[src/rtl/core/hcpp_ram.sv]
// generic single-write, single-read ram with registered read data
module hcpp_ram #(
  parameter int WIDTH = 8,
  parameter int DEPTH = 16
) (
  input  logic                     clk,
  input  logic                     wr_en,
  input  logic [$clog2(DEPTH)-1:0] wr_addr,
  input  logic [WIDTH-1:0]         wr_data,
  input  logic                     rd_en,
  input  logic [$clog2(DEPTH)-1:0] rd_addr,
  output logic [WIDTH-1:0]         rd_data
);

  logic [WIDTH-1:0] mem [DEPTH];

  always_ff @(posedge clk) begin
    if (wr_en) begin
      mem[wr_addr] <= wr_data;
    end
    if (rd_en) begin
      rd_data <= mem[rd_addr];
    end
  end

endmodule

[config.mk]
export PLATFORM = sky130hd
export DESIGN_NAME = hcpp_ram
export DESIGN_NICKNAME = d
export VERILOG_FILES = /design/src/rtl/core/hcpp_ram.sv
export SDC_FILE = /design/constraint.sdc
export NUM_CORES = 1
export LEC_CHECK = 0
export ABC_AREA = 1
export BUFFER_PORTS_ARGS = -buffer_cell sky130_fd_sc_hd__buf_2
export CAP_MARGIN = 15
export CORE_ASPECT_RATIO = 1.75
export CORE_MARGIN = 1
export CORE_UTILIZATION = 40
export CTS_CLUSTER_SIZE = 24
export DETAILED_ROUTE_END_ITERATION = 10
export GPL_TIMING_DRIVEN = 0
export HOLD_SLACK_MARGIN = 0.06
export PLACE_DENSITY = 0.61
export SYNTH_ARGS = -nofsm -noshare
export SYNTH_HDL_FRONTEND = slang
export SYNTH_SLANG_ARGS = --single-unit
[constraint.sdc]
create_clock -name clk -period 1.15 [get_ports clk]
set_clock_uncertainty 0.05 [all_clocks]
set_input_delay 0.23 -clock clk [delete_from_list [all_inputs] [get_ports clk]]
set_output_delay 0.23 -clock clk [all_outputs]
set_load 0.03 [all_outputs]
==> results.yml <==
sta:
  finalWorstPathRequiredPeriod_ps: 1310
  report.final.setup_viol: 41
  rsz0062_at_grt: "true"
  worstMarginPinSlew_ps: 838
  slew_headroom_pct: 43.9
  report.final.slew_viol_count: 0
  whs_ps: 98.9
  finalCritPeriodShare_pct: 114
  worst_slack_ps: -164
  max_freq_ghz: 0.761
  hold_violations: 0
yosys:
  syn_inst: 551
  synth_nets: 570
  synth_area_um2: 5850
  synth_seq_cells: 136
  yosysUniqueCellTypes: 11
  avgSynthCellArea_um2: 10.6
  yosysWarnings: 0
  yosysSeqAreaShare_pct: 69.8
power_and_ir_drop:
  power_density_nw_per_um2: 1750
  leakagePower_nw: 3.11
  max-vdd-ir-drop_mv: 0.903
die:
  start_util_pct: 40.9
  io-pin-count: 27
  die-area_um2: 15100
  coreArea_um2: 14300
  die_w_um: 93.4
  die_y_um: 162
  rows: 58
routing:
  avgViaCountPerCell: 5.05
  drt_iter0_drc: 270
  postRouteAntennaNets: 0
  wire_per_inst_um: 18.7
  drc: 0
  num_vias: 3970
  drt-total-wl_um: 14700
  first_pass_iters: 5
clock_tree:
  cts_tree: "done"
  hold_buffers: 0
  cts_max_level: 4
  clockRootBuffer: "clkbuf_16"
  cts_sinks: 136
  clkTransAtPathRegs_ps: 60
  cts_setup_buffers: 0
  cts-buffers-inserted: 17
  clk_latency_ps: 420
  cts_buffer_depth: 2
final_layout:
  diodes: 0
  fin_nets: 612
  layout-drive-gt1-share_pct: 28.1
  fin_area_um2: 7350
  syn_to_final_growth_pct: 25.6
  final_cells: 786
worst_hold_path:
  hp-class: "in -> reg"
flow_run:
  cap_violations: 0
placement:
  place.gp.congestion: 0.950
  numPortBuffers: 23
  place_inst: 754
  hpwl_um: 9940
  post-place-ws_ps: -593
  place_area_um2: 6200
critical_path:
  cp.arrival_ps: 1300
  worstPathCellList: "buf_2 -> nand3b_1 -> nor2_1"
  crit_fanout: 8
  cp_slowest_cell: "nor2_1"
  path_class: "in -> reg"
  critPathTopFamily: "simple AND/OR/NAND/NOR gates"
  slowest_delay_ps: 690
  critical_path_required_ps: 1140
  crit_buf_inv: 1
  end_kind: "flop"
  worstSetupStartpointType: "input port"
global_routing:
  grt.overflow.total: 0
  first_global_vias: 4022
  grt_pass1_wl_um: 22000
  grt_usage_pct: 20.8
  grt_antenna_before_repair: 0
  grt_max_degree: 17
status:
  status: "finished with violations"
  violations: "setup timing"
state kept, by name, summed over array words and instances (netlist names):
register / flops
rd_data: 8
mem: 128
final cells by class:
cell class	instances	area (um2)
fill	1179	6950
inverter	102	383
tap	180	225
multi-input combinational	289	1630
timing repair buffer	23	165
clock buffer	20	437
sequential	136	4080
clock inverter	12	246
buffer	24	176
report_power, final:
part / leakage (nW) / total [W] / internal [W] / switching, W
logic: 1.54 / 0.000937 / 0.000286 / 0.000651
clock network: 0.333 / 0.00629 / 0.00429 / 0.00200
registers: 1.24 / 0.00562 / 0.00559 / 0.0000316
total: 3.11 / 0.0128 / 0.0102 / 0.00268
repair_timing:
item                                    in CTS  in global routing
endpoints found under the setup margin      79                 64
pin swaps                                    5                 34
resized for setup                           40                 70
cell usage in the layout (no fill, tap or decap), types with 5 or more instances in the layout:
cell / instances
bufinv_16: 7
nor2_2: 12
inv_1: 98
nor2_1: 5
nand3_1: 34
nand3_2: 59
buf_2: 24
clkbuf_16: 17
nand2_2: 16
buf_6: 14
edfxtp_1: 136
nand2_1: 157
Yosys cell counts:
master	number	area share, %
inv_1	100	6.4
buf_2	13	1.1
inv_2	2	0.13
buf_6	6	1.2
buf_1	1	0.064
nand3b_1	2	0.26
nand2_1	173	11
nand3_1	97	8.3
edfxtp_1	136	70
buf_4	4	0.51
nor2_1	17	1.1
through the flow:
| stage | util [%] | TNS [ps] | power (W) |
|---|---|---|---|
| 6_report | 51.4 | -3720 | 0.0128 |
| 3_5_place_dp | 43.4 | -57600 | 0.00648 |
| 5_1_grt | 51.4 | -6280 | 0.0131 |
| 3_3_place_gp | 43.4 | -53440 | 0.00647 |
| 4_1_cts | 49.3 | -4360 | 0.0128 |
| 2_1_floorplan | - | -6440 | 0.00616 |
cell families (layout without fill, tap and decap cells):
family / count (synthesis) / after routing / synth area share [%]
buffers and inverters: 126 / 181 / 9.39
and+or+nand+nor: 289 / 289 / 20.8
DFF: 136 / 136 / 69.8
routing by layer:
metal | vias to the layer above | part of all wire, % | GRT usage [%]
met5 | - | 0 | 0
met4 | 0 | 8.4 | 18.5
met3 | 62 | 5.3 | 4.82
met2 | 167 | 51 | 34.8
met1 | 1870 | 35 | 21.2
li1 | 1871 | - | -
final timing paths:
kind	startpoint	to	slack, ps	cells after the start
worst max-delay path	wr_addr[2]	mem[10][6]	-160	3
worst min-delay path	rd_en	rd_data[2]	100	1
worst max register to register	mem[1][5]	rd_data[5]	-40	6
worst min register to register	mem[12][2]	rd_data[2]	700	6
Note: power is estimated with default switching activity, not from simulation.
